**src/rtl/wildcard_byte_pattern_scan_core_defines.svh**
```systemverilog
// Assertion macros for the wildcard byte pattern scan core
`ifndef WILDCARD_BYTE_PATTERN_SCAN_CORE_DEFINES_SVH
`define WILDCARD_BYTE_PATTERN_SCAN_CORE_DEFINES_SVH

// same-cycle implication, disabled during reset
`define WBPS_ASSERT_NOW(lbl, ante, cons, msg) \
  lbl: assert property (@(posedge clk) disable iff (!rst_n) (ante) |-> (cons)) else $error(msg);

// next-cycle implication, disabled during reset
`define WBPS_ASSERT_NEXT(lbl, ante, cons, msg) \
  lbl: assert property (@(posedge clk) disable iff (!rst_n) (ante) |=> (cons)) else $error(msg);

`endif

```
**src/rtl/wbps_pkg.sv**
```systemverilog
// Shared constants and types for the wildcard byte pattern scan core
`default_nettype none

package wbps_pkg;

  localparam int MAX_PATTERN_BYTES = 8;
  localparam int OFFSET_BITS       = 32;

  localparam int WIN_W      = 8 * MAX_PATTERN_BYTES;
  localparam int NIB_N      = 2 * MAX_PATTERN_BYTES;
  localparam int LEN_W      = 4;
  localparam int FILL_W     = $clog2(MAX_PATTERN_BYTES + 1);
  localparam int OUT_OFF_W  = 32;
  localparam int OUT_DATA_W = OUT_OFF_W + 64;
  localparam int CFG_IDX_W  = 2;
  localparam int CFG_DATA_W = 64;

  typedef enum logic [CFG_IDX_W-1:0] {
    REG_PATTERN = 2'd0,
    REG_CARE    = 2'd1,
    REG_LENGTH  = 2'd2
  } cfg_reg_t;

  typedef logic [7:0] byte_t;

endpackage

`default_nettype wire

```
**src/rtl/wildcard_byte_pattern_scan_core.sv**
```systemverilog
// Wildcard byte pattern scan core: windowed nibble-masked compare over a byte stream
//
// Takes one stream byte per cycle on the in_ channel and, when the newest
// pattern_length bytes match the pattern (nibbles with a clear care bit are
// wildcards), gives one transfer on the out_ channel carrying the offset of
// the first matched byte and the matched bytes. Bytes that do not complete a
// match give no transfer. The result is registered, shown in the cycle after
// its input transfer; throughput is one byte per cycle, held back only when a
// result waits on out_tready, since the single result register is the only
// buffer. in_tlast marks the final byte of a stream, after which window and
// offset restart at zero. The offset saturates at its maximum. Registers must
// be written through cfg_ only while the block is idle, which it does not enforce.
`default_nettype none
`include "wildcard_byte_pattern_scan_core_defines.svh"

module wildcard_byte_pattern_scan_core
  import wbps_pkg::*;
(
  input  wire logic                  clk,
  input  wire logic                  rst_n,
  input  wire logic                  in_tvalid,
  output logic                       in_tready,
  input  wire logic [7:0]            in_tdata,   // [7:0] data_byte
  input  wire logic                  in_tlast,   // end_of_stream
  output logic                       out_tvalid,
  input  wire logic                  out_tready,
  output logic [OUT_DATA_W-1:0]      out_tdata,  // [31:0] match_offset, [95:32] matched_bytes
  input  wire logic                  cfg_we,
  input  wire logic [CFG_IDX_W-1:0]  cfg_index,
  input  wire logic [CFG_DATA_W-1:0] cfg_wdata
);

  logic [WIN_W-1:0]       pattern_r;
  logic [NIB_N-1:0]       care_r;
  logic [LEN_W-1:0]       length_r;

  byte_t                  window_r [MAX_PATTERN_BYTES];
  byte_t                  window_nxt [MAX_PATTERN_BYTES];
  logic [FILL_W-1:0]      filled_r, filled_nxt;
  logic [OFFSET_BITS-1:0] pos_r, pos_nxt;

  logic                   out_valid_r, out_valid_nxt;
  logic [OUT_DATA_W-1:0]  out_data_r;

  logic                   in_fire;
  logic [FILL_W-1:0]      len_eff;
  logic [WIN_W-1:0]       seen;
  logic [WIN_W-1:0]       seen_masked;
  logic [NIB_N-1:0]       nib_hit;
  logic                   match;
  logic [OFFSET_BITS-1:0] offset;

  assign in_tready = !out_valid_r || out_tready;
  assign in_fire   = in_tvalid && in_tready;

  // configuration registers
  always_ff @(posedge clk) begin
    if (!rst_n) begin
      pattern_r <= '0;
      care_r    <= '1;
      length_r  <= LEN_W'(1);
    end else if (cfg_we) begin
      unique case (cfg_index)
        REG_PATTERN: pattern_r <= cfg_wdata[WIN_W-1:0];
        REG_CARE:    care_r    <= cfg_wdata[NIB_N-1:0];
        REG_LENGTH:  length_r  <= cfg_wdata[LEN_W-1:0];
        default:     ;
      endcase
    end
  end

  // shifted window and counters as they stand after this byte
  always_comb begin
    window_nxt[0] = in_tdata;
    for (int i = 1; i < MAX_PATTERN_BYTES; i++) begin
      window_nxt[i] = window_r[i-1];
    end
    filled_nxt = (filled_r < FILL_W'(MAX_PATTERN_BYTES)) ? filled_r + FILL_W'(1) : filled_r;
    pos_nxt    = (pos_r != '1) ? pos_r + OFFSET_BITS'(1) : pos_r;
  end

  assign len_eff = (length_r > LEN_W'(MAX_PATTERN_BYTES)) ?
                   FILL_W'(MAX_PATTERN_BYTES) : FILL_W'(length_r);

  // nibble compare over the newest len_eff bytes
  always_comb begin
    for (int k = 0; k < MAX_PATTERN_BYTES; k++) begin
      seen[8*k +: 8]        = window_nxt[k];
      seen_masked[8*k +: 8] = (k < int'(len_eff)) ? window_nxt[k] : 8'h00;
    end
    for (int j = 0; j < NIB_N; j++) begin
      nib_hit[j] = !care_r[j] || (j >= 2 * int'(len_eff)) ||
                   (seen[4*j +: 4] == pattern_r[4*j +: 4]);
    end
  end

  assign match  = (len_eff != '0) && (filled_nxt >= len_eff) && (&nib_hit);
  assign offset = pos_r - OFFSET_BITS'(len_eff - FILL_W'(1));

  // stream state; clear after the last byte of a stream
  always_ff @(posedge clk) begin
    if (!rst_n) begin
      for (int i = 0; i < MAX_PATTERN_BYTES; i++) begin
        window_r[i] <= '0;
      end
      filled_r <= '0;
      pos_r    <= '0;
    end else if (in_fire) begin
      if (in_tlast) begin
        for (int i = 0; i < MAX_PATTERN_BYTES; i++) begin
          window_r[i] <= '0;
        end
        filled_r <= '0;
        pos_r    <= '0;
      end else begin
        window_r <= window_nxt;
        filled_r <= filled_nxt;
        pos_r    <= pos_nxt;
      end
    end
  end

  // result register
  always_comb begin
    out_valid_nxt = out_valid_r;
    if (out_valid_r && out_tready) begin
      out_valid_nxt = 1'b0;
    end
    if (in_fire && match) begin
      out_valid_nxt = 1'b1;
    end
  end

  always_ff @(posedge clk) begin
    if (!rst_n) begin
      out_valid_r <= 1'b0;
    end else begin
      out_valid_r <= out_valid_nxt;
    end
  end

  always_ff @(posedge clk) begin
    if (in_fire && match) begin
      out_data_r <= {seen_masked, OUT_OFF_W'(offset)};
    end
  end

  assign out_tvalid = out_valid_r;
  assign out_tdata  = out_data_r;

  `WBPS_ASSERT_NOW(a_stall_blocks_input, out_valid_r && !out_tready, !in_tready, "input taken while result stalled")
  `WBPS_ASSERT_NEXT(a_last_clears, in_fire && in_tlast, (filled_r == '0) && (pos_r == '0), "stream state not cleared after last byte")
  `WBPS_ASSERT_NOW(a_fill_bound, 1'b1, filled_r <= FILL_W'(MAX_PATTERN_BYTES), "fill count beyond window depth")
  `WBPS_ASSERT_NEXT(a_pos_moves, in_fire && !in_tlast, pos_r != '0, "byte position did not advance")
  `WBPS_ASSERT_NEXT(a_result_needs_fire, !out_valid_r && !(in_fire && match), !out_valid_r, "result without a matching transfer")

endmodule

`default_nettype wire
```
**config.mk**
```make
export PLATFORM = sky130hd
export DESIGN_NAME = wildcard_byte_pattern_scan_core
export DESIGN_NICKNAME = d
export VERILOG_FILES = /design/src/rtl/wbps_pkg.sv /design/src/rtl/wildcard_byte_pattern_scan_core.sv
export VERILOG_INCLUDE_DIRS = /design/src /design/src/rtl
export SDC_FILE = /design/constraint.sdc
export NUM_CORES = 1
export LEC_CHECK = 0
export BUFFER_PORTS_ARGS = -buffer_cell sky130_fd_sc_hd__buf_2
export CAP_MARGIN = 30
export CORE_MARGIN = 1.5
export CORE_UTILIZATION = 58
export DETAILED_ROUTE_END_ITERATION = 8
export GPL_TIMING_DRIVEN = 0
export PLACE_DENSITY = 0.92
export SETUP_SLACK_MARGIN = 0.1
export SLEW_MARGIN = 20
export SYNTH_ARGS = -nofsm -noshare
export SYNTH_HDL_FRONTEND = slang
export SYNTH_SLANG_ARGS = --single-unit
```
**constraint.sdc**
```tcl
create_clock -name clk -period 15 [get_ports clk]
set_input_delay 0.75 -clock clk [delete_from_list [all_inputs] [get_ports clk]]
set_output_delay 0.75 -clock clk [all_outputs]
set_load 0.05 [all_outputs]
```
======== After elaboration in Yosys (flattened, before gate mapping) ========
Index checks and enable logic that the tools add are counted.
cells by class
  $add $sub $neg .......................... 4
  multiply operators ...................... 0
  div/mod/pow operators ................... 0
  magnitude comparators ................... 27
  eq/ne operators ......................... 19
  shift operators ......................... 0
  multiplexer cells ....................... 8
  bitwise logic cells ..................... 0
  reduce and logical (&&, ||, !) cells .... 64
operators by type and width
  cell                                                                   count
  4-bit equality test                                                    16
  32-bit 2-to-1 mux                                                      2
  64-bit 2-to-1 mux                                                      1
  4-bit by 5-bit >= comparator with 1-bit output (first input constant)  8
  1-bit logical OR                                                       33
  32-bit by 1-bit adder with 32-bit output (second input constant)       1
  32-bit inequality test (second input constant)                         1
  32-bit subtractor                                                      1
  3-bit by 5-bit >= comparator with 1-bit output (first input constant)  4
  1-bit logical NOT                                                      17
  3-bit by 4-bit < comparator with 1-bit output (first input constant)   4
  16-bit AND reduction                                                   1
  4-bit 2-to-1 mux                                                       3
  1-bit by 5-bit >= comparator with 1-bit output (first input constant)  2
  2-bit by 5-bit >= comparator with 1-bit output (first input constant)  2
  1-bit by 4-bit < comparator with 1-bit output (first input constant)   2
  2-bit by 4-bit < comparator with 1-bit output (first input constant)   2
  2-bit AND reduction                                                    4
  1-bit logical AND                                                      5
  4-bit by 1-bit subtractor with 5-bit output (second input constant)    1
  4-bit by 1-bit adder with 4-bit output (second input constant)         1
  4-bit >= comparator                                                    1
  4-bit greater-than comparator (second input constant)                  1
  4-bit < comparator (second input constant)                             1
  6 further kinds                                                        8
word-level totals
  flip-flop bits (word level) ............. 273
  bits in latches ......................... 0
  bits in writable memories ............... 0
  bits in read-only memories .............. 0
  input bits .............................. 80
  output and inout port bits .............. 98
  memories kept ........................... 0

======== Depth between registers and ports, before layout ========
  depth after elaboration ................. 9
  gate-level depth with buffers ........... 14

======== Least setup slack after synthesis ========
No wires, ideal clock.
  kind .................................... register to register
  start ................................... register filled_r[0]
  end ..................................... register out_data_r[0] (netlist: out_tdata[0]) (enable)
  setup time .............................. 0.790 ns
  data arrival time ....................... 11.090 ns
  data required time ...................... 14.210 ns
  slack ................................... 3.119 ns
  cell stages (with the launch flop) ...... 9
  buffers on the path ..................... 0
  cells stage by stage .................... dfxtp_1 > ha_1 > mux2_2 > ha_1 > a21o_1 > a21o_1 > a21oi_1 > or3_1 > nor4_1
on the way
  word-level cells in the longest chain between the ends .. 6
  elaborated cells on any way between the ends .. 7
ends and longest elaborated chain
  element                                                                              line                                    text
  start, declared                                                                      wildcard_byte_pattern_scan_core.sv:39   logic [FILL_W-1:0] filled_r, filled_nxt;
  start signal, assigned                                                               wildcard_byte_pattern_scan_core.sv:117  filled_r <= filled_nxt;
  4-bit by 1-bit adder with 4-bit output / 4-bit < comparator (equally long branches)  wildcard_byte_pattern_scan_core.sv:78   filled_nxt = (filled_r < FILL_W'(MAX_PATTERN_BYTES)) ? filled_r + FILL_W'(1) : filled_r;
  4-bit 2-to-1 mux *                                                                   wildcard_byte_pattern_scan_core.sv:78
  4-bit >= comparator *                                                                wildcard_byte_pattern_scan_core.sv:97   assign match = (len_eff != '0) && (filled_nxt >= len_eff) && (&nib_hit);
  1-bit logical AND * (2 in series)                                                    wildcard_byte_pattern_scan_core.sv:97
  1-bit logical AND *                                                                  wildcard_byte_pattern_scan_core.sv:143  if (in_fire && match) begin
  end signal, assigned                                                                 wildcard_byte_pattern_scan_core.sv:144  out_data_r <= {seen_masked, OUT_OFF_W'(offset)};
  end, declared                                                                        wildcard_byte_pattern_scan_core.sv:43   logic [OUT_DATA_W-1:0] out_data_r;
Every way passes the cells marked *; elsewhere a longest branch is shown, timed or not.
A chain may end at the register's enable or synchronous reset.

======== Worst setup path after layout ========
  start ................................... register length_r[3]
  end ..................................... register out_data_r[22] (netlist: out_tdata[22]) (enable)
on the way
  word-level cells in the longest chain between the ends .. 8
  elaborated cells on any way between the ends .. 56
ends and longest elaborated chain
  element                                                                       line                                    text
  start, declared                                                               wildcard_byte_pattern_scan_core.sv:35   logic [LEN_W-1:0] length_r;
  start signal, assigned                                                        wildcard_byte_pattern_scan_core.sv:66   REG_LENGTH: length_r <= cfg_wdata[LEN_W-1:0];
  4-bit greater-than comparator                                                 wildcard_byte_pattern_scan_core.sv:82   assign len_eff = (length_r > LEN_W'(MAX_PATTERN_BYTES)) ?
  4-bit 2-to-1 mux *                                                            wildcard_byte_pattern_scan_core.sv:82
  1-bit by 5-bit >= comparator with 1-bit output, or another cell as far along  wildcard_byte_pattern_scan_core.sv:92   nib_hit[j] = !care_r[j] || (j >= 2 * int'(len_eff)) ||
  1-bit logical OR (2 in series)                                                wildcard_byte_pattern_scan_core.sv:92
  16-bit AND reduction                                                          wildcard_byte_pattern_scan_core.sv:97
  1-bit logical AND *                                                           wildcard_byte_pattern_scan_core.sv:97
  1-bit logical AND *                                                           wildcard_byte_pattern_scan_core.sv:143
Marks and branches as above.

==> results.md <==
* Outcome: finished, final reports clean
* Vias at 10800
* Setup TNS Final at 0 ps
* Final period utilization at 27.4%
* Crit path DAT at 4350 ps
* Width of the die at 154 um
* Crit end category: register
* Num CTS Buffers at 28
* Actual slew at the worst max-slew pin at 769 ps
* Die height at 154 um
* Post-route minimum period at 4120 ps
* Post-DP HPWL at 24.4 mm
* Post-place setup slack at 10840 ps
* Synth Net Count at 1490
* Post-synth EDFFs at 96
* Total Wirelength at 33.0 mm
* CP Max Fanout at 9
* Layout cells sized above 1 at 17.1%
* Async SR Flop Fraction at 0%
* # DRC at 0
* Mux share of post-synthesis cell area at 0.463%
* Yosys top cell area share at 26.7%
* CTS tree: built
* Slew headroom at 48.0%
* CORE AREA at 22500 sq um
* Simple-gate share of the synthesized area at 21.9%
* Xor/xnor share of the synthesized area at 8.07%
* Endpoints failing hold at 0
* Vias per cell at 5.69
* IO Port Bufs at 176
* Clk Latency, worst-skew pair at 550 ps
* Number of antenna violations at the first check in global routing at 3
* Setup violators final at 0
* Final instance area at 15600 sq um
* CP startpoint kind: register
* Clk_skew at 14.9 ps
* Register-to-register setup slack at 10880 ps
* Placement row count at 55
* Synth Register Bits at 273
* Synth cell types at 71
* Setup CP Type: reg2reg
* Maximum clock insertion buffer count at 3
* TritonRoute pass-1 iters at 5
* Area grow syn2layout at 17.5%
* Number of global-route vias before repair at 10400
* Primary FF master, synth: dfxtp_1
* GR Overflow Total at 0
* First-pass GRT wire length at 52.2 mm
* Count of pins over their slew limit at 0
* Setup ws final at 10880 ps
* Max_cap viols at 0
* Biggest area consumer among synthesized cells: dfxtp_1
* Largest net degree at the start of global routing at 30
* Root buf cell: clkbuf_16
* Post-CTS Setup Inserts at 0
* Worst endpoint required time at 15230 ps
* Post-synthesis sequential area ratio at 48.5%
* Synthesized area at 13200 sq um
* Peak supply drop at 0.109 mV
* PostCTS Resize Cnt at 0
* Most frequent cells in the layout: nand2_1 (261), buf_2 (193), dfxtp_1 (177)
* Pwr Total at 1.68 mW
* Final antenna-violating net count at 0
* Worst hold margin at 435 ps
* Fmax at 0.243 GHz
* I/O pins at 178
* Most common cell after layout, fill and taps aside: nand2_1
* GRT Overall Usage at 27.4%
* Die footprint at 23800 sq um
* Synth Area per Inst at 9.70 sq um
* Area share of fa/ha/maj cells after synthesis at 4.21%
* Compound-Gate Fraction of Synth Area at 13.9%
* Synth area leaders: dfxtp_1 (27%), edfxtp_1 (22%), nand2_1 (7.4%)
* RSZ-0062 raised after global routing: false
* Placed inst area at 14600 sq um
* Cell Count, Final, Fillers Out at 1899
* Cells after synthesis at 1366
* Hold_buf cts at 0
* H-Tree Depth at 1
* Min-Delay Path Class: in2reg
* Final core occ at 69.2%
* DR WL/cell at 17.4 um
* Layout Nets at 1714
* Leak at 6.28 nW
* Clk slew on worst S/H paths at 60 ps
* RePlAce Congestion at 0.914
* Total placed cells including tap cells at 1844
* Iter 0 DRT Violations at 800
* Clk sinks at 273
* Ys Warns at 0
* Largest family of logic cells by synthesized area: simple AND/OR/NAND/NOR gates
* Initial Utilization at 58.9%
* Power per Cell Area at 108 nW/um^2
-- synthesized netlist by cell type (3+ instances only) --
cell	n
nand3_1	45
o211ai_1	5
and2b_1	12
a21oi_1	39
xor2_1	59
o21bai_1	5
o21ai_0	20
buf_4	3
nand2_1	261
clkbuf_1	58
ha_1	43
and3_1	11
buf_2	5
dfxtp_1	177
nor3_1	5
xnor2_1	63
and2_1	18
inv_1	20
a21o_1	15
a211oi_2	3
a211oi_1	3
o41ai_1	6
nand2b_1	8
o21ai_1	3
a22oi_1	4
a21boi_0	120
a31oi_1	6
mux2i_1	5
nand3b_1	60
nor2_1	62
nor4_1	3
buf_1	5
nand4_1	26
edfxtp_1	96
nor2b_1	46
-- sequential cells by signal, indices dropped and copies added (netlist names) --
signal / cells
care_r: 16
out_tdata: 96
length_r: 4
seen: 56
out_tvalid: 1
pattern_r: 64
filled_r: 4
pos_r: 32
-- worst max-delay path, stage by stage (launching register included) --
cell	delay [ps]
dfxtp_1	310
buf_4	160
inv_1	100
nand2_1	170
inv_1	110
ha_1	230
a21oi_1	620
o22ai_1	200
or3_1	360
nor4_2	570
buf_4	270
buf_2	220
buf_2	240
buf_2	240
-- cells by family after synthesis --
| family | after synthesis |
|---|---|
| flip-flops | 273 |
| multiplexers | 6 |
| XOR/XNOR | 122 |
| AND/OR/NAND/NOR | 576 |
| adder cells (fa/ha/maj) | 44 |
| buffers and inverters | 93 |
| AO/OA/AOI/OAI | 252 |
-- area by class of cell --
cell class | count | area, sq um
Multi-Input combinational cell | 1000 | 6450
Tap cell | 285 | 357
Clock buffer | 44 | 916
Sequential cell | 273 | 6430
Antenna cell | 2 | 5.00
Inverter | 20 | 75.1
Timing Repair Buffer | 194 | 993
Buffer | 73 | 307
Clock inverter | 8 | 38.8
Fill cell | 1634 | 6940
-- layer usage --
layer / wire length [um] / GRT usage, % / vias up
met2: 16400 / 49.1 / 389
met1: 13200 / 33.3 / 5146
li1: - / - / 5178
met4: 1210 / 9.99 / 2
met5: 12 / 0 / -
met3: 2070 / 4.23 / 93
-- worst paths after layout --
| path | cells after the start | endpoint | startpoint |
|---|---|---|---|
| hold reg to reg | 2 | care_r[12] | care_r[12] |
| setup reg to reg | 13 | out_tdata[22] | length_r[3] |
| setup / recovery | 13 | out_tdata[22] | length_r[3] |
| hold / removal | 3 | care_r[10] | cfg_wdata[10] |
-- where the power goes --
group / switching, mW / internal [mW]
clock network: 0.288 / 0.418
logic: 0.109 / 0.0736
registers: 0.00890 / 0.781
No activity file was read; power rests on OpenSTA's default activity.
